[config.mk]
export PLATFORM = sky130hd
export DESIGN_NAME = smbios_structure_walker
export DESIGN_NICKNAME = d
export VERILOG_FILES = /design/src/rtl/core/smbw_pkg.sv /design/src/rtl/core/smbw_step.sv /design/src/rtl/core/smbios_structure_walker.sv
export SDC_FILE = /design/constraint.sdc
export NUM_CORES = 1
export LEC_CHECK = 0
export BUFFER_PORTS_ARGS = -buffer_cell sky130_fd_sc_hd__buf_2
export CORE_MARGIN = 2
export CORE_UTILIZATION = 35
export CTS_BUF_LIST = sky130_fd_sc_hd__clkbuf_2
export CTS_CLUSTER_SIZE = 10
export DETAILED_ROUTE_END_ITERATION = 8
export PLACE_DENSITY = 0.57
export SLEW_MARGIN = 30
export SYNTH_ARGS = -nofsm -noshare
export SYNTH_HDL_FRONTEND = slang
export SYNTH_HIERARCHICAL = 1
export SYNTH_SLANG_ARGS = --single-unit
[constraint.sdc]
create_clock -name clk -period 5.55 [get_ports clk]
set_input_delay 0.8325 -clock clk [delete_from_list [all_inputs] [get_ports clk]]
set_output_delay 0.8325 -clock clk [all_outputs]
set_load 0.02 [all_outputs]
[src/rtl/core/smbw_pkg.sv]
package smbw_pkg;

	localparam logic [7:0] END_MARKER_TYPE = 8'd127;
	localparam logic [7:0] MIN_HEADER_LEN  = 8'd4;
	localparam logic [7:0] LAST_HDR_POS    = 8'd3;
	localparam logic [7:0] COUNT_MAX       = 8'hFF;
	localparam logic [15:0] ORDINAL_MAX    = 16'hFFFF;

	localparam logic [2:0] ST_OK      = 3'd0;
	localparam logic [2:0] ST_END     = 3'd1;
	localparam logic [2:0] ST_BADHDR  = 3'd2;
	localparam logic [2:0] ST_UNTERM  = 3'd3;
	localparam logic [2:0] ST_DATAEND = 3'd4;

	typedef enum logic [3:0] {
		PH_HEADER    = 4'b0001,
		PH_STR_FIRST = 4'b0010,
		PH_STR       = 4'b0100,
		PH_DRAIN     = 4'b1000
	} phase_t;

	typedef struct packed {
		phase_t      phase;
		logic [7:0]  byte_position;
		logic [7:0]  held_type;
		logic [7:0]  held_length;
		logic        prev_zero;
		logic [7:0]  strings_seen;
		logic [15:0] structures_accepted;
	} walk_state_t;

	typedef struct packed {
		logic [7:0]  struct_type;
		logic [7:0]  formatted_length;
		logic [7:0]  string_count;
		logic [15:0] struct_ordinal;
		logic [2:0]  status;
		logic        table_done;
	} walk_result_t;

	function automatic walk_state_t walk_reset_state();
		walk_state_t s;
		s.phase               = PH_HEADER;
		s.byte_position       = '0;
		s.held_type           = '0;
		s.held_length         = '0;
		s.prev_zero           = 1'b0;
		s.strings_seen        = '0;
		s.structures_accepted = '0;
		return s;
	endfunction

endpackage

[src/rtl/core/smbw_step.sv]
module smbw_step
	import smbw_pkg::*;
(
	input  walk_state_t  state_cur,
	input  logic [7:0]   data_byte,
	input  logic         last_byte,
	output walk_state_t  state_nxt,
	output logic         emit,
	output walk_result_t result
);

	walk_state_t s;
	logic        emit_c;
	logic [2:0]  status_c;
	logic        done_c;
	logic [8:0]  pos_inc;
	logic        hdr_full;
	logic        new_string;

	assign pos_inc = {1'b0, state_cur.byte_position} + 9'd1;

	always_comb begin
		s          = state_cur;
		emit_c     = 1'b0;
		status_c   = ST_OK;
		done_c     = 1'b1;
		hdr_full   = state_cur.byte_position >= LAST_HDR_POS;
		new_string = 1'b0;
		result     = '0;

		case (state_cur.phase)
			PH_HEADER: begin
				if (state_cur.byte_position == 8'd0) begin
					s.held_type = data_byte;
				end else if (state_cur.byte_position == 8'd1) begin
					s.held_length = data_byte;
				end
				if (hdr_full && s.held_length < MIN_HEADER_LEN) begin
					emit_c   = 1'b1;
					status_c = ST_BADHDR;
					s.phase  = PH_DRAIN;
				end else if (hdr_full && pos_inc == {1'b0, s.held_length}) begin
					if (s.held_type == END_MARKER_TYPE) begin
						emit_c   = 1'b1;
						status_c = ST_END;
						s.phase  = PH_DRAIN;
					end else if (last_byte) begin
						emit_c   = 1'b1;
						status_c = ST_UNTERM;
					end else begin
						s.phase     = PH_STR_FIRST;
						s.prev_zero = 1'b0;
					end
				end else if (last_byte) begin
					emit_c   = 1'b1;
					status_c = hdr_full ? ST_BADHDR : ST_DATAEND;
				end else begin
					s.byte_position = pos_inc[7:0];
				end
			end
			PH_STR_FIRST, PH_STR: begin
				if (state_cur.phase == PH_STR && data_byte == 8'd0 && state_cur.prev_zero) begin
					emit_c   = 1'b1;
					status_c = ST_OK;
					done_c   = last_byte;
				end else begin
					// A string starts on a nonzero byte at the area start or after a zero.
					new_string = (data_byte != 8'd0)
						&& (state_cur.phase == PH_STR_FIRST || state_cur.prev_zero);
					if (new_string && state_cur.strings_seen != COUNT_MAX) begin
						s.strings_seen = state_cur.strings_seen + 8'd1;
					end
					s.prev_zero = (data_byte == 8'd0);
					s.phase     = PH_STR;
					if (last_byte) begin
						emit_c   = 1'b1;
						status_c = ST_UNTERM;
					end
				end
			end
			default: begin
			end
		endcase

		result.struct_type      = s.held_type;
		result.formatted_length = s.held_length;
		result.string_count     = s.strings_seen;
		result.struct_ordinal   = state_cur.structures_accepted;
		result.status           = status_c;
		result.table_done       = done_c;

		state_nxt = s;
		if (emit_c && status_c == ST_OK && (state_cur.phase == PH_STR)) begin
			state_nxt = walk_reset_state();
			state_nxt.structures_accepted = (state_cur.structures_accepted != ORDINAL_MAX)
				? state_cur.structures_accepted + 16'd1 : state_cur.structures_accepted;
		end
		// The final byte of the buffer always leaves the walker ready for a new table.
		if (last_byte) begin
			state_nxt = walk_reset_state();
		end
	end

	assign emit = emit_c;

endmodule

[src/rtl/core/smbios_structure_walker.sv]
// SMBIOS structure table walker.
// The input channel (in_valid, in_stall, data_byte, last_byte) takes the table one
// byte per transfer; last_byte marks the final byte of the buffer. The output channel
// (out_valid, out_stall and the result fields) carries one result per completed
// structure or per stop of the walk, with status and table_done.
// A byte is first held in an input register; when it leaves that register the walk state is
// updated and any result is written to the output register, from which it is offered.
// One byte per cycle is sustained while out_stall does not hold back a result.
// While a result waits in the output register under out_stall, bytes that produce no
// result keep flowing; a byte that would produce one waits in the input register and
// in_stall rises until the output register is free.
// After a stop, bytes are ignored until last_byte; the byte with last_byte always
// returns the walker to the start of a new table.
// Reset clears the walk state, the structure counter and both valid flags.
module smbios_structure_walker
	import smbw_pkg::*;
(
	input  logic        clk,
	input  logic        arst_n,
	input  logic        in_valid,
	output logic        in_stall,
	input  logic [7:0]  data_byte,
	input  logic        last_byte,
	output logic        out_valid,
	input  logic        out_stall,
	output logic [7:0]  struct_type,
	output logic [7:0]  formatted_length,
	output logic [7:0]  string_count,
	output logic [15:0] struct_ordinal,
	output logic [2:0]  status,
	output logic        table_done
);

	logic         valid_s1;
	logic [7:0]   data_s1;
	logic         last_s1;
	walk_state_t  state_q;
	walk_state_t  state_nxt;
	logic         emit;
	walk_result_t result;
	logic         out_valid_q;
	walk_result_t result_q;
	logic         out_free;
	logic         advance;
	logic         in_take;

	smbw_step u_step (
		.state_cur (state_q),
		.data_byte (data_s1),
		.last_byte (last_s1),
		.state_nxt (state_nxt),
		.emit      (emit),
		.result    (result)
	);

	assign out_free = !out_valid_q || !out_stall;
	assign advance  = valid_s1 && (out_free || !emit);
	assign in_stall = valid_s1 && !advance;
	assign in_take  = in_valid && !in_stall;

	always_ff @(posedge clk or negedge arst_n) begin
		if (!arst_n) begin
			valid_s1    <= 1'b0;
			state_q     <= walk_reset_state();
			out_valid_q <= 1'b0;
		end else begin
			if (in_take) begin
				valid_s1 <= 1'b1;
			end else if (advance) begin
				valid_s1 <= 1'b0;
			end
			if (advance) begin
				state_q <= state_nxt;
			end
			if (advance && emit) begin
				out_valid_q <= 1'b1;
			end else if (!out_stall) begin
				out_valid_q <= 1'b0;
			end
		end
	end

	always_ff @(posedge clk) begin
		if (in_take) begin
			data_s1 <= data_byte;
			last_s1 <= last_byte;
		end
		if (advance && emit) begin
			result_q <= result;
		end
	end

	assign out_valid        = out_valid_q;
	assign struct_type      = result_q.struct_type;
	assign formatted_length = result_q.formatted_length;
	assign string_count     = result_q.string_count;
	assign struct_ordinal   = result_q.struct_ordinal;
	assign status           = result_q.status;
	assign table_done       = result_q.table_done;

	// The final byte of a buffer must leave a fresh walk with the counter cleared.
	assert property (@(posedge clk) disable iff (!arst_n)
		advance && last_s1 |=> state_q.phase == PH_HEADER
			&& state_q.structures_accepted == 16'd0)
		else $error("walk state not restarted after final byte");

	// Every stop of the walk ends the table.
	assert property (@(posedge clk) disable iff (!arst_n)
		out_valid && status != ST_OK |-> table_done)
		else $error("error result without table_done");

	// A result is never overwritten while it waits.
	assert property (@(posedge clk) disable iff (!arst_n)
		out_valid_q && out_stall |-> !(advance && emit))
		else $error("pending result overwritten");

	// The walker only drains after a stop that was reported.
	assert property (@(posedge clk) disable iff (!arst_n)
		advance && state_q.phase != PH_DRAIN && state_nxt.phase == PH_DRAIN |-> emit)
		else $error("drain entered without a result");

endmodule
**Word-level counts from Yosys, hierarchy flattened**

Index checks and enable logic that the tools add are counted.

- Bits of input ports: 13
- Logic and storage cells: 115
- Register bits after elaboration: 108

- $add $sub $neg: 3
- Multiplexer cells: 42
- Reductions and logical operators: 35
- Equal/unequal tests: 16
- Magnitude comparators: 2

Operators with widths:

| operator | count |
|---|---|
| two-way mux 53 bit | 2 |
| two-way mux 8 bit | 10 |
| two-way mux 24 bit | 1 |
| adder 16 x 1 -> 16 bit (second input constant) | 1 |
| zero test 8 bit | 2 |
| two-way mux 16 bit | 1 |
| two-way mux 4 bit | 4 |
| != test 16 bit (second input constant) | 1 |
| logical AND 1 bit | 12 |
| two-way mux 1 bit | 12 |
| two-way mux 3 bit | 4 |
| != test 4 bit (second input constant) | 3 |
| adder 8 x 1 -> 9 bit (second input constant) | 1 |
| equality test 9 x 8 -> 1 bit | 1 |
| two-way mux 9 bit | 1 |
| adder 8 x 1 -> 8 bit (second input constant) | 1 |
| equality test 8 x 1 -> 1 bit (second input constant) | 1 |
| equality test 8 x 7 -> 1 bit (second input constant) | 1 |
| >= comparator 8 x 2 -> 1 bit (second input constant) | 1 |
| less-than comparator 8 x 3 -> 1 bit (second input constant) | 1 |
| != test 8 bit (second input constant) | 1 |
| one-hot mux 4 bit (2 select lines) | 1 |
| AND reduction 4 bit | 2 |
| nonzero test 8 bit | 1 |
| 20 further kinds | 32 |

**Depth between registers and ports, before layout**

- Depth in word-level cells: 17
- Gate-level depth with buffers: 16
- Depth with buffers taken out: 11

**Modules after synthesis**

Netlist, hierarchy kept.

By module, submodules not included:

| module | times used | sequential area each (µm²) | cells each | area each (µm²) |
|---|---|---|---|---|
| smbios_structure_walker | 1 | 2969.1 | 365 | 4745.8 |
| smbw_step | 1 | 0.0 | 321 | 2109.5 |

**Worst setup path after synthesis**

No wires, ideal clock.

- Path type: register to register
- From: reg state_q[41] in the netlist's numbering
- To: reg result_q, in the netlist formatted_length[0], enable pin
- Library setup time: 0.460 ns
- Setup slack: -0.300 ns
- Stages on the path, launching flop included: 17
- Arrival time: 5.389 ns
- Cell sequence: dfrtp_1 > inv_1 > ha_1 > or4b_1 > clkbuf_1 > or4_1 > nand3_1 > and4b_1 > and4_1 > buf_2 > buf_4 > nand2_1 > a31oi_1 > buf_2 > buf_2 > nand2_1 > a21oi_1

- Cells in the longest elaborated chain, start to end: 13
- Elaborated cells on any way between the ends: 22
- Those cells by class: 1 x add/sub; 2 x order compare; 3 x eq/ne; 9 x mux; 7 x reduce/logical

RTL lines:

| what | line | text |
|---|---|---|
| from (decl) | smbios_structure_walker.sv:37 | `walk_state_t state_q;` |
| from (signal assigned) | smbios_structure_walker.sv:64 | `state_q <= walk_reset_state();` |
| from (signal assigned) | smbios_structure_walker.sv:73 | `state_q <= state_nxt;` |
| branches (longest 7 deep; another with less-than comparator 8 x 3 -> 1 bit) | - |  |
| two-way mux 1 bit * | smbw_step.sv:38 | `if (hdr_full && s.held_length < MIN_HEADER_LEN) begin` |
| one-hot mux 1 bit (2 select lines) * | smbw_step.sv:31 | `case (state_cur.phase)` |
| via emit | smbios_structure_walker.sv:39 | `logic emit;` |
| zero test 1 bit | smbios_structure_walker.sv:57 | `assign advance = valid_s1 && (out_free \|\| !emit);` |
| logical OR 1 bit | smbios_structure_walker.sv:57 |  |
| logical AND 1 bit | smbios_structure_walker.sv:57 |  |
| logical AND 1 bit * | smbios_structure_walker.sv:88 | `if (advance && emit) begin` |
| to (signal assigned) | smbios_structure_walker.sv:89 | `result_q <= result;` |
| to (decl) | smbios_structure_walker.sv:42 | `walk_result_t result_q;` |

Mark *: on every way through the listed nets, which the timed path passes. The select of a mux whose other input is x is not followed.
A chain may end at the register's enable or synchronous reset.

**Worst setup path in the final report**

- From: reg state_q[41] in the netlist's numbering
- To: out in_stall

- Cells in the longest elaborated chain, start to end: 14
- Elaborated cells on any way between the ends: 23
- Those cells by class: 1 x add/sub; 2 x order compare; 3 x eq/ne; 9 x mux; 8 x reduce/logical

RTL lines:

| what | line | text |
|---|---|---|
| branches (longest 7 deep; another with less-than comparator 8 x 3 -> 1 bit) | - |  |
| two-way mux 1 bit * | smbw_step.sv:38 |  |
| one-hot mux 1 bit (2 select lines) * | smbw_step.sv:31 |  |
| via emit | smbios_structure_walker.sv:39 |  |
| zero test 1 bit * | smbios_structure_walker.sv:57 |  |
| logical OR 1 bit * | smbios_structure_walker.sv:57 |  |
| logical AND 1 bit * | smbios_structure_walker.sv:57 |  |
| zero test 1 bit * | smbios_structure_walker.sv:58 | `assign in_stall = valid_s1 && !advance;` |
| logical AND 1 bit * | smbios_structure_walker.sv:58 |  |
| to (decl) | smbios_structure_walker.sv:21 | `output logic in_stall,` |

Marked as above.

==> metrics.md <==
| Metric | Value |
|---|---|
| Skew-Pair Late Insertion Delay | `0.64 ns` |
| Clock Tree Buf Depth | `2` |
| Layout cells sized above 1 | `0.234` |
| VDD IR max | `~0.13 mV` |
| DRT iter0 DRCs | `489` |
| Setup TNS | `0 ns` |
| Crit path time final | `5.14 ns` |
| Std cell rows | `~50` |
| FFs w/ async S/R, synth | `0.509` |
| Grt ovf | `0` |
| Max transition margin | `0.385` |
| DR WL/cell | `17.7 um` |
| Maximum clock frequency | `0.194 GHz` |
| Postcts setup bufs | `0` |
| Antenna Violating Nets Remaining | `0` |
| TritonCTS clock tree | `done` |
| Starting Density | `0.355` |
| Mapped Area | `6860 sq um` |
| RSZ-0062 raised after global routing | `false` |
| Worst EP required | `4.72 ns` |
| Total Routing Usage GR | `0.172` |
| Via Count | `roughly 5400` |
| Syn_nets | `704` |
| Num CTS Buffers | `9` |
| Ant diodes | `0` |
| Vias in the first global route | `between 5000 and 6000` |
| Status | `finished, final reports clean` |
| Post-place instance area | `between 7000 and 8000 sq um` |
| Final Hold Viols | `0` |
| Tightest Pin Transition | `a little over 0.9 ns` |
| Drt pass-1 iters | `5` |
| Critical path type | `register to output port` |
| DRC | `0` |
| PwrDens | `about 310 nW/um^2` |
| Die width | `~140 um` |
| DP Wirelength | `10800 um` |
| Worst Path Max Fanout | `10` |
| Global-route wire length before repair | `28200 um` |
| Sequential fraction of the synthesis area | `0.433` |
| Layout Nets | `714` |
| Antenna violations before repair | `0` |
| Seq cells post-synth | `108` |
| Type of the worst min-delay path | `primary input to async pin` |
| Clk sinks | `108` |
| Die Ht | `between 100 and 150 um` |
| Final Max Tran Viols | `0` |
| Max_cap viols | `0` |
| Vias per cell | `5.60` |
| Tcrit/Tclk final | `0.927` |
| CTS H-tree lvls | `3` |
| Die area | `20700 sq um` |
| Final WL | `17100 um` |
| Fill cell count | `1927` |
| Area growth syn-to-layout | `6.55%` |
| Num ports | `59` |
| Clock Skew | `0.0280 ns` |
| Crit. End Element | `output port` |
| Post-synth EDFFs | `53` |
| Hold WS | `between 0.3 and 0.4 ns` |
| Largest net degree at the start of global routing | `67` |
| Clk pin slew, worst setup/hold paths | `a little under 0.3 ns` |
| Final Cell Area | `about 7300 sq um` |
| Crit path launch type | `register` |
| Total number of yosys warnings | `6` |
| Core box area | `19300 sq um` |
| CTS root buffer | `clkbuf_2` |
| Mapped Avg Cell Area | `about 10 sq um` |
| GPL Wtd Cong | `0.859` |
| WP data arrival | `4.31 ns` |
| Cell variety after synth | `56` |
| PortBufs | `58` |
| Gate Count Post-Synth | `686` |
| Pleak | `between 2 and 3 nW` |
| # setup viols final | `0` |
| Ys flop type | `dfrtp_1` |
## Yosys cell counts (3+ instances only)
| cell type | number | area share |
|---|---|---|
| and3_1 | 6 | 0.0055 |
| inv_1 | 6 | 0.0033 |
| nand4b_1 | 4 | 0.0051 |
| nand2_1 | 72 | 0.039 |
| nand2b_1 | 54 | 0.049 |
| o21a_1 | 3 | 0.0033 |
| buf_4 | 22 | 0.024 |
| mux2_2 | 17 | 0.028 |
| buf_6 | 8 | 0.013 |
| o211ai_2 | 50 | 0.091 |
| o211ai_1 | 6 | 0.0066 |
| ha_1 | 5 | 0.0091 |
| and2_1 | 28 | 0.026 |
| nor2b_1 | 10 | 0.0091 |
| nor3_1 | 7 | 0.0051 |
| nand4_1 | 65 | 0.059 |
| o22ai_1 | 4 | 0.0036 |
| or4_1 | 6 | 0.0066 |
| a21oi_1 | 20 | 0.015 |
| clkbuf_1 | 18 | 0.0099 |
| and4_1 | 5 | 0.0064 |
| edfxtp_1 | 53 | 0.23 |
| or3_1 | 6 | 0.0055 |
| o31ai_1 | 3 | 0.0033 |
| nor4_1 | 6 | 0.0055 |
| xnor2_1 | 8 | 0.010 |
| mux2i_1 | 4 | 0.0058 |
| buf_2 | 23 | 0.017 |
| o21ai_0 | 19 | 0.014 |
| dfrtp_1 | 54 | 0.20 |
| nand3_1 | 24 | 0.018 |
| a211oi_1 | 4 | 0.0044 |
| nor2_1 | 26 | 0.014 |
| xor2_1 | 12 | 0.015 |
## report_power, final
part	switching [mW]	total, mW	internal, mW
combinational	0.529	0.824	0.295
clock	0.272	0.378	0.106
sequential	0.0908	1.06	0.972
## per-stage QoR
step | power [mW] | instances | utilization | setup slack [ns]
floorplan | 1.66 | 686 | - | 0.688
global placement | 1.88 | 950 | 0.372 | 1.33
detailed placement | 1.90 | 950 | 0.372 | 1.17
CTS | 2.28 | 966 | 0.377 | 0.373
global route | 2.42 | 966 | 0.378 | 0.0911
finish | 2.26 | 966 | 0.378 | 0.407
## metal layers
layer  track usage  wire length (um)  vias up
li1              -                 -     2548
met1         0.227              7720     2711
met2         0.288              8300      133
met3        0.0260               749       21
met4        0.0573               283        0
met5             0                 0        -
## worst paths after layout
check | start | end | slack (ns) | cells past startpoint
worst max-delay path | state_q[41] | in_stall | 0.41 | 12
worst min register to register | state_q[49] | state_q[49] | 0.58 | 2
worst min-delay path | arst_n | state_q[20] | 0.31 | 2
worst max register to register | state_q[41] | formatted_length[4] | 1.18 | 12
max in group asynchronous | arst_n | state_q[3] | 4.72 | 2
min in group clk | data_byte[3] | data_s1[3] | 0.36 | 1
## flip-flops by register name (all words and copies together), names as in the netlist
| register | count |
|---|---|
| data_s1 | 8 |
| formatted_length | 8 |
| last_s1 | 1 |
| out_valid | 1 |
| state_q | 53 |
| status | 3 |
| string_count | 8 |
| struct_ordinal | 16 |
| struct_type | 8 |
| table_done | 1 |
| valid_s1 | 1 |
## layout by cell type, fill, tap and decap left out, types with 6 or more instances in the layout
| master | n |
|---|---|
| or3_1 | 6 |
| nor4_1 | 6 |
| edfxtp_1 | 53 |
| o211ai_2 | 50 |
| a21oi_1 | 19 |
| or4_1 | 6 |
| dfrtp_1 | 53 |
| buf_2 | 58 |
| xnor2_1 | 8 |
| clkbuf_2 | 10 |
| nand3_1 | 24 |
| nand2b_1 | 54 |
| nand2_1 | 72 |
| o21ai_0 | 19 |
| nor2_1 | 26 |
| nand4_1 | 65 |
| nor3_1 | 7 |
| buf_4 | 10 |
| o211ai_1 | 6 |
| inv_1 | 6 |
| xor2_1 | 12 |
| and2_1 | 28 |
| mux2_2 | 17 |
| nor2b_1 | 10 |
## area by class of cell
cell class	count	area [sq um]	area share
Clock buffer	10	50.0	0.00685
Clock inverter	6	62.6	0.00856
Inverter	6	22.5	0.00308
Multi-Input combinational cell	501	3460	0.474
Sequential cell	108	2970	0.407
Tap cell	265	332	0.0454
Timing Repair Buffer	70	405	0.0555
## cell families after synthesis
logic type                 Yosys count  share of synthesized area
muxes                               21                     0.0338
AOI/OAI and AO/OA                  121                      0.156
and+or+nand+nor                    334                      0.275
DFF                                108                      0.433
adders and majority gates            5                    0.00913
xor gates and xnor gates            20                     0.0256
buffers and inverters               77                     0.0672
## worst max-delay path, stage by stage (launching register included)
cell,delay (ns)
dfrtp_1,0.55
inv_1,0.13
ha_1,0.31
or4b_1,0.68
o21ai_0,0.28
a21oi_1,0.10
nor4b_1,0.48
and4_1,0.32
nand2_1,0.12
a31oi_4,0.28
nand4_1,0.19
inv_1,0.09
buf_2,0.16
## timing repair
item / in CTS / in global routing
hold buffers: 0 / 0
endpoints found under the hold margin: 0 / 0
endpoints found under the setup margin: 0 / 1
resized for setup: 0 / 1
No activity file was read; power rests on OpenSTA's default activity.
